--- config.mk ---
export PLATFORM = sky130hd
export DESIGN_NAME = gregorian_julian_day_converter_top
export DESIGN_NICKNAME = d
export VERILOG_FILES = /design/src/rtl/gjd_pkg.sv /design/src/rtl/gjd_rev.sv /design/src/rtl/gregorian_julian_day_converter_top.sv
export SDC_FILE = /design/constraint.sdc
export NUM_CORES = 2
export LEC_CHECK = 0
export BUFFER_PORTS_ARGS = -buffer_cell sky130_fd_sc_hd__buf_4
export CAP_MARGIN = 20
export CORE_AREA = 2 2 366 513
export DETAILED_ROUTE_END_ITERATION = 12
export DIE_AREA = 0 0 368 515
export GPL_ROUTABILITY_DRIVEN = 0
export HOLD_SLACK_MARGIN = 0.05
export RECOVER_POWER = 50
export REMOVE_ABC_BUFFERS = 1
export SLEW_MARGIN = 20
export SYNTH_ARGS = -nofsm -noshare
export SYNTH_HDL_FRONTEND = slang
export SYNTH_SLANG_ARGS = --single-unit
--- constraint.sdc ---
create_clock -name clk -period 22.3 [get_ports clk]
set_clock_uncertainty 0.15 [all_clocks]
set_input_delay 1.115 -clock clk [delete_from_list [all_inputs] [get_ports clk]]
set_output_delay 1.115 -clock clk [all_outputs]
set_load 0.1 [all_outputs]
--- src/rtl/gjd_pkg.sv ---
// ----------------------------------------------------------------------------
// gjd_pkg: shared types and constants for the date / day number converter
// Beat structures, status codes, reciprocal constants for the fixed
// divisors and the small calendar tables.
// ----------------------------------------------------------------------------
package gjd_pkg;

  // request beat
  typedef struct packed {
    logic        func;
    logic [13:0] year_in;
    logic [3:0]  month_in;
    logic [4:0]  day_in;
    logic [22:0] jdn_in;
  } req_t;

  // result beat
  typedef struct packed {
    logic [22:0] jdn_out;
    logic [13:0] year_out;
    logic [3:0]  month_out;
    logic [4:0]  day_out;
    logic [2:0]  weekday_out;
    logic        leap_year;
    logic [1:0]  status;
  } rsp_t;

  // decoded date from the day number datapath
  typedef struct packed {
    logic [13:0] year;
    logic [3:0]  month;
    logic [4:0]  day;
    logic        leap;
  } date_t;

  // function codes
  localparam logic FUNC_TO_JDN  = 1'b0;
  localparam logic FUNC_TO_DATE = 1'b1;

  // status codes
  localparam logic [1:0] ST_OK        = 2'd0;
  localparam logic [1:0] ST_BAD_MONTH = 2'd1;
  localparam logic [1:0] ST_BAD_DAY   = 2'd2;
  localparam logic [1:0] ST_RANGE     = 2'd3;

  // accepted span: 0000-01-01 to 9999-12-31
  localparam logic [22:0] JDN_MIN  = 23'd1721060;
  localparam logic [22:0] JDN_MAX  = 23'd5373484;
  localparam logic [13:0] YEAR_MAX = 14'd9999;

  // conversion offsets
  localparam logic [23:0] JDN_OFFSET = 24'd32045;
  localparam logic [23:0] JDN_SHIFT  = 24'd32044;
  localparam logic [14:0] YEAR_BIAS  = 15'd4800;

  // ceiling reciprocals, exact over the operand ranges used here
  localparam logic [14:0] K_DIV100    = 15'd20972;     // shift 21
  localparam logic [24:0] K_DIV146097 = 25'd30103606;  // shift 42
  localparam logic [19:0] K_DIV1461   = 20'd734937;    // shift 30
  localparam logic [10:0] K_DIV153    = 11'd1714;      // shift 18
  localparam logic [23:0] K_DIV7      = 24'd9586981;   // shift 26

  // days in month 1..12, february without the leap day
  function automatic logic [4:0] month_len(input logic [3:0] month);
    logic [4:0] len;
    case (month)
      4'd1, 4'd3, 4'd5, 4'd7, 4'd8, 4'd10, 4'd12: len = 5'd31;
      4'd4, 4'd6, 4'd9, 4'd11:                     len = 5'd30;
      4'd2:                                        len = 5'd28;
      default:                                     len = 5'd0;
    endcase
    return len;
  endfunction

  // days before march-based month m, (153 m + 2) / 5
  function automatic logic [8:0] month_start(input logic [3:0] m);
    logic [8:0] s;
    case (m)
      4'd0:    s = 9'd0;
      4'd1:    s = 9'd31;
      4'd2:    s = 9'd61;
      4'd3:    s = 9'd92;
      4'd4:    s = 9'd122;
      4'd5:    s = 9'd153;
      4'd6:    s = 9'd184;
      4'd7:    s = 9'd214;
      4'd8:    s = 9'd245;
      4'd9:    s = 9'd275;
      4'd10:   s = 9'd306;
      4'd11:   s = 9'd337;
      default: s = 9'd0;
    endcase
    return s;
  endfunction

endpackage

--- src/rtl/gjd_rev.sv ---
// ----------------------------------------------------------------------------
// gjd_rev: day number to date datapath
// Five register stages: 400-year cycle, 4-year cycle, month, then a short
// finishing step. The decoded date is formed combinationally from the stage 5 registers.
// ----------------------------------------------------------------------------
module gjd_rev (
  input  logic               clk,
  input  logic [22:0]        jdn,
  output gjd_pkg::date_t     date
);
  import gjd_pkg::*;

  // stage 1: shifted day number and 400-year quotient product
  logic [23:0] a0;
  logic [25:0] x0;
  logic [25:0] r1_x;
  logic [50:0] r1_p;

  assign a0 = {1'b0, jdn} + JDN_SHIFT;
  assign x0 = {a0, 2'b11};

  always_ff @(posedge clk) begin
    r1_x <= x0;
    r1_p <= {25'b0, x0} * {26'b0, K_DIV146097};
  end

  // stage 2: century count b and day within the century
  logic [7:0]  b1;
  logic [25:0] rem1;
  logic [7:0]  r2_b;
  logic [15:0] r2_c;

  assign b1   = r1_p[49:42];
  assign rem1 = r1_x - 26'({18'b0, b1} * 26'd146097);

  always_ff @(posedge clk) begin
    r2_b <= b1;
    r2_c <= rem1[17:2];
  end

  // stage 3: 4-year quotient product
  logic [17:0] x2;
  logic [7:0]  r3_b;
  logic [17:0] r3_x;
  logic [37:0] r3_p;

  assign x2 = {r2_c, 2'b11};

  always_ff @(posedge clk) begin
    r3_b <= r2_b;
    r3_x <= x2;
    r3_p <= {20'b0, x2} * {18'b0, K_DIV1461};
  end

  // stage 4: year within century and day within year
  logic [6:0]  d3;
  logic [17:0] rem3;
  logic [7:0]  r4_b;
  logic [6:0]  r4_d;
  logic [8:0]  r4_e;

  assign d3   = r3_p[36:30];
  assign rem3 = r3_x - 18'({11'b0, d3} * 18'd1461);

  always_ff @(posedge clk) begin
    r4_b <= r3_b;
    r4_d <= d3;
    r4_e <= rem3[10:2];
  end

  // stage 5: march-based month
  logic [10:0] t4;
  logic [21:0] pm4;
  logic [7:0]  r5_b;
  logic [6:0]  r5_d;
  logic [8:0]  r5_e;
  logic [3:0]  r5_m;

  assign t4  = 11'({2'b0, r4_e} * 11'd5) + 11'd2;
  assign pm4 = {11'b0, t4} * {11'b0, K_DIV153};

  always_ff @(posedge clk) begin
    r5_b <= r4_b;
    r5_d <= r4_d;
    r5_e <= r4_e;
    r5_m <= pm4[21:18];
  end

  // finish: calendar month, day, year and leap flag
  logic        m10;
  logic [6:0]  low;
  logic [8:0]  day9;
  logic [14:0] year15;
  logic        cent;
  logic [1:0]  cent_idx;

  assign m10      = (r5_m >= 4'd10);
  assign low      = r5_d + {6'b0, m10};
  assign day9     = 9'd1 + r5_e - month_start(r5_m);
  assign year15   = 15'({7'b0, r5_b} * 15'd100) + {8'b0, low} - YEAR_BIAS;
  assign cent     = (low == 7'd0) || (low == 7'd100);
  assign cent_idx = r5_b[1:0] + {1'b0, (low == 7'd100)};

  always_comb begin
    date.year  = year15[13:0];
    date.month = m10 ? r5_m - 4'd9 : r5_m + 4'd3;
    date.day   = day9[4:0];
    date.leap  = (year15[1:0] == 2'd0) && (!cent || (cent_idx == 2'd0));
  end

endmodule

--- src/rtl/gregorian_julian_day_converter_top.sv ---
// ----------------------------------------------------------------------------
// gregorian_julian_day_converter_top: Gregorian date / Julian day number
// Converts a date to its day number (func 0) or a day number to its date,
// weekday and leap flag (func 1), years 0 to 9999.
// ----------------------------------------------------------------------------
// A request beat is taken whenever start is high; busy is always low, so a
// new beat may enter every cycle. Each beat yields exactly one result beat,
// shown with done for one cycle once it has passed through the six register
// stages (five datapath stages with reciprocal multiplies for the constant
// divisors, then the output register); results leave in request order and
// must be taken when done is high.
module gregorian_julian_day_converter_top (
  input  logic            clk,
  input  logic            rst,
  input  logic            start,
  input  gjd_pkg::req_t   req,
  output logic            busy,
  output logic            done,
  output gjd_pkg::rsp_t   rsp
);
  import gjd_pkg::*;

  typedef struct packed {
    logic        func;
    logic [1:0]  status;
    logic [22:0] jdn;
    logic [13:0] year;
    logic [3:0]  month;
    logic [4:0]  day;
    logic        leap;
  } info_t;

  logic       accept;
  logic [4:0] vld;

  assign busy   = 1'b0;
  assign accept = start && !busy;

  // valid bits travel with the beats
  always_ff @(posedge clk) begin
    if (rst) begin
      vld  <= '0;
      done <= 1'b0;
    end else begin
      vld  <= {vld[3:0], accept};
      done <= vld[4];
    end
  end

  // stage 1: march-based year and month, divide-by-100 products
  logic        a0;
  logic [14:0] y0;
  logic [3:0]  m0;
  logic        s1_func;
  logic [13:0] s1_year;
  logic [3:0]  s1_month;
  logic [4:0]  s1_day;
  logic [22:0] s1_jdn;
  logic        s1_range_bad;
  logic [14:0] s1_y;
  logic [3:0]  s1_m;
  logic [29:0] s1_py;
  logic [28:0] s1_pyr;

  assign a0 = (req.month_in <= 4'd2);
  assign y0 = {1'b0, req.year_in} + YEAR_BIAS - {14'b0, a0};
  assign m0 = a0 ? req.month_in + 4'd9 : req.month_in - 4'd3;

  always_ff @(posedge clk) begin
    s1_func      <= req.func;
    s1_year      <= req.year_in;
    s1_month     <= req.month_in;
    s1_day       <= req.day_in;
    s1_jdn       <= req.jdn_in;
    s1_range_bad <= (req.jdn_in < JDN_MIN) || (req.jdn_in > JDN_MAX);
    s1_y         <= y0;
    s1_m         <= m0;
    s1_py        <= {15'b0, y0} * {15'b0, K_DIV100};
    s1_pyr       <= {15'b0, req.year_in} * {14'b0, K_DIV100};
  end

  // stage 2: leap flag, input checks, partial day number sums
  logic [7:0]  qy;
  logic [7:0]  qyr;
  logic        leap1;
  logic [4:0]  limit1;
  logic [1:0]  status1;
  logic [23:0] suma1;
  logic [23:0] sumb1;
  logic        s2_func;
  logic [1:0]  s2_status;
  logic [22:0] s2_jdn;
  logic [13:0] s2_year;
  logic [3:0]  s2_month;
  logic [4:0]  s2_day;
  logic        s2_leap;
  logic [23:0] s2_suma;
  logic [23:0] s2_sumb;

  assign qy     = s1_py[28:21];
  assign qyr    = s1_pyr[28:21];
  assign leap1  = (s1_year[1:0] == 2'd0) &&
                  ((s1_year != 14'({6'b0, qyr} * 14'd100)) || (qyr[1:0] == 2'd0));
  assign limit1 = month_len(s1_month) + {4'b0, ((s1_month == 4'd2) && leap1)};
  assign suma1  = 24'({9'b0, s1_y} * 24'd365) + {11'b0, s1_y[14:2]} + {19'b0, s1_day};
  assign sumb1  = {15'b0, month_start(s1_m)} + {18'b0, qy[7:2]} - {16'b0, qy};

  // status in check order: month, day, year; day number requests check range only
  always_comb begin
    if (s1_func == FUNC_TO_DATE) begin
      status1 = s1_range_bad ? ST_RANGE : ST_OK;
    end else if ((s1_month == 4'd0) || (s1_month > 4'd12)) begin
      status1 = ST_BAD_MONTH;
    end else if ((s1_day == 5'd0) || (s1_day > limit1)) begin
      status1 = ST_BAD_DAY;
    end else if (s1_year > YEAR_MAX) begin
      status1 = ST_RANGE;
    end else begin
      status1 = ST_OK;
    end
  end

  always_ff @(posedge clk) begin
    s2_func   <= s1_func;
    s2_status <= status1;
    s2_jdn    <= s1_jdn;
    s2_year   <= s1_year;
    s2_month  <= s1_month;
    s2_day    <= s1_day;
    s2_leap   <= leap1;
    s2_suma   <= suma1;
    s2_sumb   <= sumb1;
  end

  // stage 3: final day number, either computed or the request's
  logic [23:0] jdn2;
  info_t       s3;

  assign jdn2 = s2_suma + s2_sumb - JDN_OFFSET;

  always_ff @(posedge clk) begin
    s3.func   <= s2_func;
    s3.status <= s2_status;
    s3.jdn    <= (s2_func == FUNC_TO_DATE) ? s2_jdn : jdn2[22:0];
    s3.year   <= s2_year;
    s3.month  <= s2_month;
    s3.day    <= s2_day;
    s3.leap   <= s2_leap;
  end

  // stage 4: divide-by-7 product
  info_t       s4;
  logic [46:0] s4_p7;

  always_ff @(posedge clk) begin
    s4    <= s3;
    s4_p7 <= {24'b0, s3.jdn} * {23'b0, K_DIV7};
  end

  // stage 5: weekday from the remainder
  logic [20:0] q7;
  info_t       s5;
  logic [2:0]  s5_wd;

  assign q7 = s4_p7[46:26];

  always_ff @(posedge clk) begin
    s5    <= s4;
    s5_wd <= s4.jdn[2:0] - 3'(q7[2:0] * 3'd7);
  end

  // day number to date, aligned with stage 5
  date_t rev_date;

  gjd_rev u_rev (
    .clk  (clk),
    .jdn  (req.jdn_in),
    .date (rev_date)
  );

  // output register: error beats carry only the status
  rsp_t rsp_next;

  always_comb begin
    rsp_next = '0;
    rsp_next.status = s5.status;
    if (s5.status == ST_OK) begin
      rsp_next.jdn_out     = s5.jdn;
      rsp_next.weekday_out = s5_wd;
      if (s5.func == FUNC_TO_DATE) begin
        rsp_next.year_out  = rev_date.year;
        rsp_next.month_out = rev_date.month;
        rsp_next.day_out   = rev_date.day;
        rsp_next.leap_year = rev_date.leap;
      end else begin
        rsp_next.year_out  = s5.year;
        rsp_next.month_out = s5.month;
        rsp_next.day_out   = s5.day;
        rsp_next.leap_year = s5.leap;
      end
    end
  end

  always_ff @(posedge clk) begin
    rsp <= rsp_next;
  end

endmodule
### After elaboration in Yosys (flattened, before gate mapping)

Memory sizes are Yosys's and may differ from the RTL's. A register that Yosys moved wholly into a read port is not among the register bits.
Cells that the tools add are included.

| word-level totals | value |
|---|---|
| bits in registers | 632 |
| memory bits (read-only) | 368 |
| input bits | 50 |
| output and inout port bits | 54 |
| logic and storage cells | 142 |
| memories kept | 3 |

Memories:

| name | depth | bits a word | read ports | clocked after memory_dff | wr ports | line | RTL |
|---|---|---|---|---|---|---|---|
| (name not given) | 16 | 9 | 1 | 1 | 0 | gjd_pkg.sv:78 | `case (m)` |
| (name not given) | 16 | 9 | 1 | 1 | 0 | gjd_pkg.sv:78 |  |
| (name not given) | 16 | 5 | 1 | 1 | 0 | gjd_pkg.sv:66 | `case (month)` |

| operators by class | value |
|---|---|
| add/sub/neg operators | 24 |
| multipliers | 13 |
| order comparisons | 7 |
| equality and inequality tests | 3 |
| mux-type cells | 10 |
| reductions and logical operators | 18 |

Operators by type and width:

| cell | number |
|---|---|
| $mul A26 B24 Y49 const B | 1 |
| $mux W23 | 2 |
| $mul A18 B20 Y37 const B | 1 |
| $mul A23 B24 Y29 const B | 1 |
| $mul A14 B13 Y27 const B | 1 |
| $mul A15 B13 Y27 const B | 1 |
| $add A23 B15 Y24 const B | 1 |
| $mul A8 B5 Y12 const B | 2 |
| $add A23 B13 Y23 | 1 |
| $add A23 B23 Y23 | 1 |
| $add A23 B5 Y23 | 1 |
| $gt A23 B23 Y1 const B | 1 |
| $lt A23 B21 Y1 const B | 1 |
| $mul A15 B9 Y23 const B | 1 |
| $sub A23 B15 Y23 const B | 1 |
| $mul A11 B10 Y21 const B | 1 |
| $mul A8 B18 Y18 const B | 1 |
| $sub A18 B18 Y18 | 1 |
| $add A14 B13 Y15 const B | 1 |
| $sub A15 B1 Y15 | 1 |
| $add A14 B7 Y14 | 1 |
| $gt A14 B14 Y1 const B | 1 |
| $ne A14 B14 Y1 | 1 |
| $sub A14 B13 Y14 const B | 1 |
| other kinds (33) | 49 |

### Logic depth before layout (Yosys ltp)

| depth | value |
|---|---|
| word-level depth | 11 |
| mapped depth | 35 |
| gate-level depth less buffers | 33 |

### Cells and area by module

A second synthesis with hierarchy kept.

| second synthesis, totals | value |
|---|---|
| cells, all modules | 4941 |
| area, all modules | 51200.4 um^2 |

Modules (own cells, without submodules):

| module | instances | cells each | area an instance (um^2) | seq. area each (um^2) |
|---|---|---|---|---|
| gregorian_julian_day_converter_top | 1 | 2456 | 26316.5 | 7787.5 |
| gjd_rev | 1 | 2485 | 24883.9 | 2502.4 |

### Least setup slack after synthesis

Ideal clock, no wire load.

| timing | value |
|---|---|
| path kind | input -> register |
| start point | input req[3] in the netlist's numbering |
| end point | register u_rev.r1_p[49] |
| setup time | 0.128 ns |
| arrival | 8.287 ns |
| required time | 22.022 ns |
| slack | 13.735 ns |
| stages | 33 |
| buffers on the path | 1 |
| cell sequence | clkbuf_1 -> inv_1 -> ha_1 -> nand2b_1 -> a21oi_1 -> o21ai_1 -> nand2b_1 -> nor2_1 -> nor2_1 -> xnor2_1 -> inv_1 -> ha_1 -> inv_1 -> fa_1 -> inv_1 -> ha_1 -> inv_1 -> fa_1 -> inv_1 -> fa_1 -> fa_1 -> inv_1 -> fa_1 -> inv_1 -> ha_1 -> nand4_1 -> nor4_1 -> nand4_1 -> o221ai_1 -> nor3_1 -> o32ai_1 -> mux2i_1 -> nand4_1 |

| on the way | value |
|---|---|
| longest elaborated chain between the ends | 2 |

Ends and longest elaborated chain:

| item | line | RTL |
|---|---|---|
| start, declared | gregorian_julian_day_converter_top.sv:16 | `input gjd_pkg::req_t req,` |
| $add A23 B15 Y24 | gjd_rev.sv:19 | `assign a0 = {1'b0, jdn} + JDN_SHIFT;` |
| $mul A26 B24 Y49 | gjd_rev.sv:24 | `r1_p <= {25'b0, x0} * {26'b0, K_DIV146097};` |
| end signal, assigned | gjd_rev.sv:24 |  |
| end, declared | gjd_rev.sv:17 | `logic [50:0] r1_p;` |

Every way passes these cells.
A chain may end at the register's enable or synchronous reset.

### Final worst setup path

Same ends and word-level chain as after synthesis.

==> results.md <==
* H-tree depth at 2
* Synth Area in Adders at 0.531
* Register-to-Register Path Depth at 28
* Drt drc at 0
* Final Util at 0.309
* Final worst path period need at ~9800 ps
* Pin count of the biggest net entering global routing at between 50 and 60
* Die area at between 150000 and 200000 sq um
* Post-Synthesis Cells at between 5000 and 6000
* Initial Util at 0.279
* Root buffer cell: clkbuf_16
* TritonCTS clock tree: yes
* IO Count at between 100 and 150
* Critical Path Slowest Stage Cell: o32ai_1
* Initial antenna violation count at 11
* Worst slew pin tran at about 1200 ps
* TritonCTS buffer count at 53
* Multiplexer share of the synthesized area at 0.00517
* #FFs+latches synth at 512
* Routed wire length per instance at about 16 microns
* Total GRT Usage at 0.130
* Simple-Gate Fraction of Synth Area at 0.0523
* Final period util at 0.440
* Worst setup path class: in -> reg
* Worst Path Required at 22640 ps
* FP Rows at ~190
* Synth cell types at 72
* Vias per std cell at 4.32
* Via count at ~33000
* Cell mode on critical path: inv_1
* Largest family of logic cells by synthesized area: adder cells
* Compound-gate portion of the synthesized area at 0.0656
* Final Hold Fails at 0
* Critical Path Source Type: primary input
* DP HPWL at roughly 110000 microns
* Synthesized area at slightly above 50000 sq um
* Reg2reg start: u_rev.r4_e[1]
* R2R setup slack at approximately 14000 ps
* Drt initial violations at roughly 1200
* Final net count at about 7000
* Layout cells sized above 1 at 0.0391
* Async SR Flop Fraction at 0
* Critical Path AT at a little over 10000 ps
* Core Region at approximately 180000 sq um
* RSZ-0062 raised after global routing: no
* CP Max Fanout at 11
* Total negative slack at 0 ps
* Vias in the first global route at 36700
* CTS Sinks at 512
* Post-CTS Setup Bufs at 0
* Slew Limit Headroom at 0.229
* Crit path capture type: flop
* Critical path startpoint: req[3]
* Area grow syn2layout at 10.8%
* # hold bufs at CTS at 0
* GRT overflow at 0
* Top-area cell type share of the netlist area at 0.266
* Syn. warnings at 0
* WHS at roughly 160 ps
* Post-synthesis xor/xnor area fraction at 0.0479
* CTS-repair resized insts at 0
* Crit-path max cell delay at 600 ps
* Post-synth EDFFs at 0
* Run status: finished, final reports clean
* Max-cap violations at 0
* Drt total wl at between 100000 and 150000 microns
* Die height at 515 microns
* CP endpoint: u_rev.r1_p[49]
* Max Transition Viols Final at 0
* Final setup violation count at 0
* Clk slew on worst S/H paths at ~70 ps
* Routed Antenna Nets at 0
* Part of the Yosys area used for sequential elements at 0.199
* Leading area contributor after synthesis: ha_1
* Router iterations before antenna repair at 5
* Fmax at a little over 0.1 GHz
* First-pass GRT wire length at between 150000 and 200000 microns
* Clk_lat worst skew at 640 ps
* Max clock buf depth at 3
* Synth Flop Type: dfxtp_1
* Average cell area after synthesis at between 10 and 15 sq um
* Worst hold path type: reg -> reg
* I/O Buffers at approximately 100
* Chip width at around 370 microns
* Synth top area cells: ha_1 27%, fa_1 27%, dfxtp_1 20%
-- area by class of cell --
class / count / area (sq um)
tap: 2457 / 3070
timing repair buffer: 118 / 717
antenna: 7 / 17.5
fill: 19200 / 128000
multi-input combinational: 3138 / 36200
clock inverter: 41 / 492
clock buffer: 59 / 1400
sequential: 512 / 10300
inverter: 1326 / 4980
-- metrics by stage --
stage / area [sq um] / instances / worst slack, ps
after global placement: 55400 / 7551 / 12560
final: 57100 / 7658 / 12500
after global routing: 57100 / 7652 / 12020
after CTS: 57300 / 7651 / 12990
after detailed placement: 55400 / 7551 / 12310
after floorplan: 51400 / 4976 / 13850
-- logic make-up after synthesis --
family / count (synthesis)
adders and majority gates: 1778
buffers and inverters: 1357
and+or+nand+nor: 537
AOI/OAI and AO/OA: 516
DFF: 512
xor gates and xnor gates: 280
muxes: 26
other: 1
-- worst min-delay path by stage --
| stage | start | to | slack (ps) | cells past startpoint |
|---|---|---|---|---|
| 3_3_place_gp | s1_jdn[18] | s2_jdn[18] | 160 | 0 |
| 3_5_place_dp | s1_jdn[16] | s2_jdn[16] | 160 | 0 |
| 5_1_grt | s3[15] | s4[15] | 180 | 0 |
| 2_1_floorplan | s4[47] | rsp_next[0] | 160 | 0 |
| 4_1_cts | s4[19] | s5[19] | 160 | 0 |
| 6_report | s4[19] | s5[19] | 160 | 0 |
-- cell usage after synthesis (36+ instances only) --
| master | count |
|---|---|
| a21o_1 | 81 |
| a21oi_1 | 153 |
| and2_1 | 36 |
| dfxtp_1 | 512 |
| fa_1 | 683 |
| ha_1 | 1095 |
| inv_1 | 1325 |
| nand2_1 | 120 |
| nand3_1 | 44 |
| nor2_1 | 121 |
| nor3_1 | 47 |
| o21ai_0 | 81 |
| xnor2_1 | 196 |
| xor2_1 | 82 |
-- worst max-delay path, delay by kind of cell --
kind,cells,cell delay (ps)
compound gates,5,1640
xor+xnor,1,310
fa+ha+maj,9,3970
buf+inv,7,1220
mux,1,260
simple gates,7,1590
-- state kept, by name (all words and copies together) (netlist names), 9 cells and up, named ones only --
name	count
s2_jdn	23
s1_year	14
s4	48
u_rev.r2_c	16
s3	50
u_rev.r1_x	14
s5	48
u_rev.r4_e	9
rsp	52
s1_jdn	23
s2_sumb	11
s1_y	15
s2_year	14
s2_suma	23
-- cells in the final DEF (no fill, tap or decap), types with 8 or more instances in the layout --
master        n
clkbuf_16    53
nor3_1       47
nor3b_1       8
nand3_1      44
a31oi_1      11
o21ai_0      81
o21bai_1     15
inv_1      1325
o211ai_1     14
a21oi_1     153
fa_1        683
and2_1       36
a211oi_1     28
clkinv_4      8
a21o_1       81
inv_6        11
mux2i_1      21
nand3b_1     10
buf_4        70
nand4_1      28
and3_1       16
xor2_1       82
nor4_1       15
nor2b_1      26
nor2_1      120
dfxtp_1     510
or2_2        14
ha_1       1095
nand2b_1     27
o31ai_1      16
a2111oi_0     8
xnor2_1     196
nand2_1     120
or3_1         9
clkbuf_1     46
o21a_1       34
-- layer usage --
metal  GRT usage  share of wire
met1       0.156           0.42
met2       0.239           0.51
met3      0.0113          0.029
met4      0.0483          0.038
met5           0        0.00034
Power is left out: the tool's default activity adds up to more than one toggle a clock period on the data nets, which glitch-free logic cannot reach.
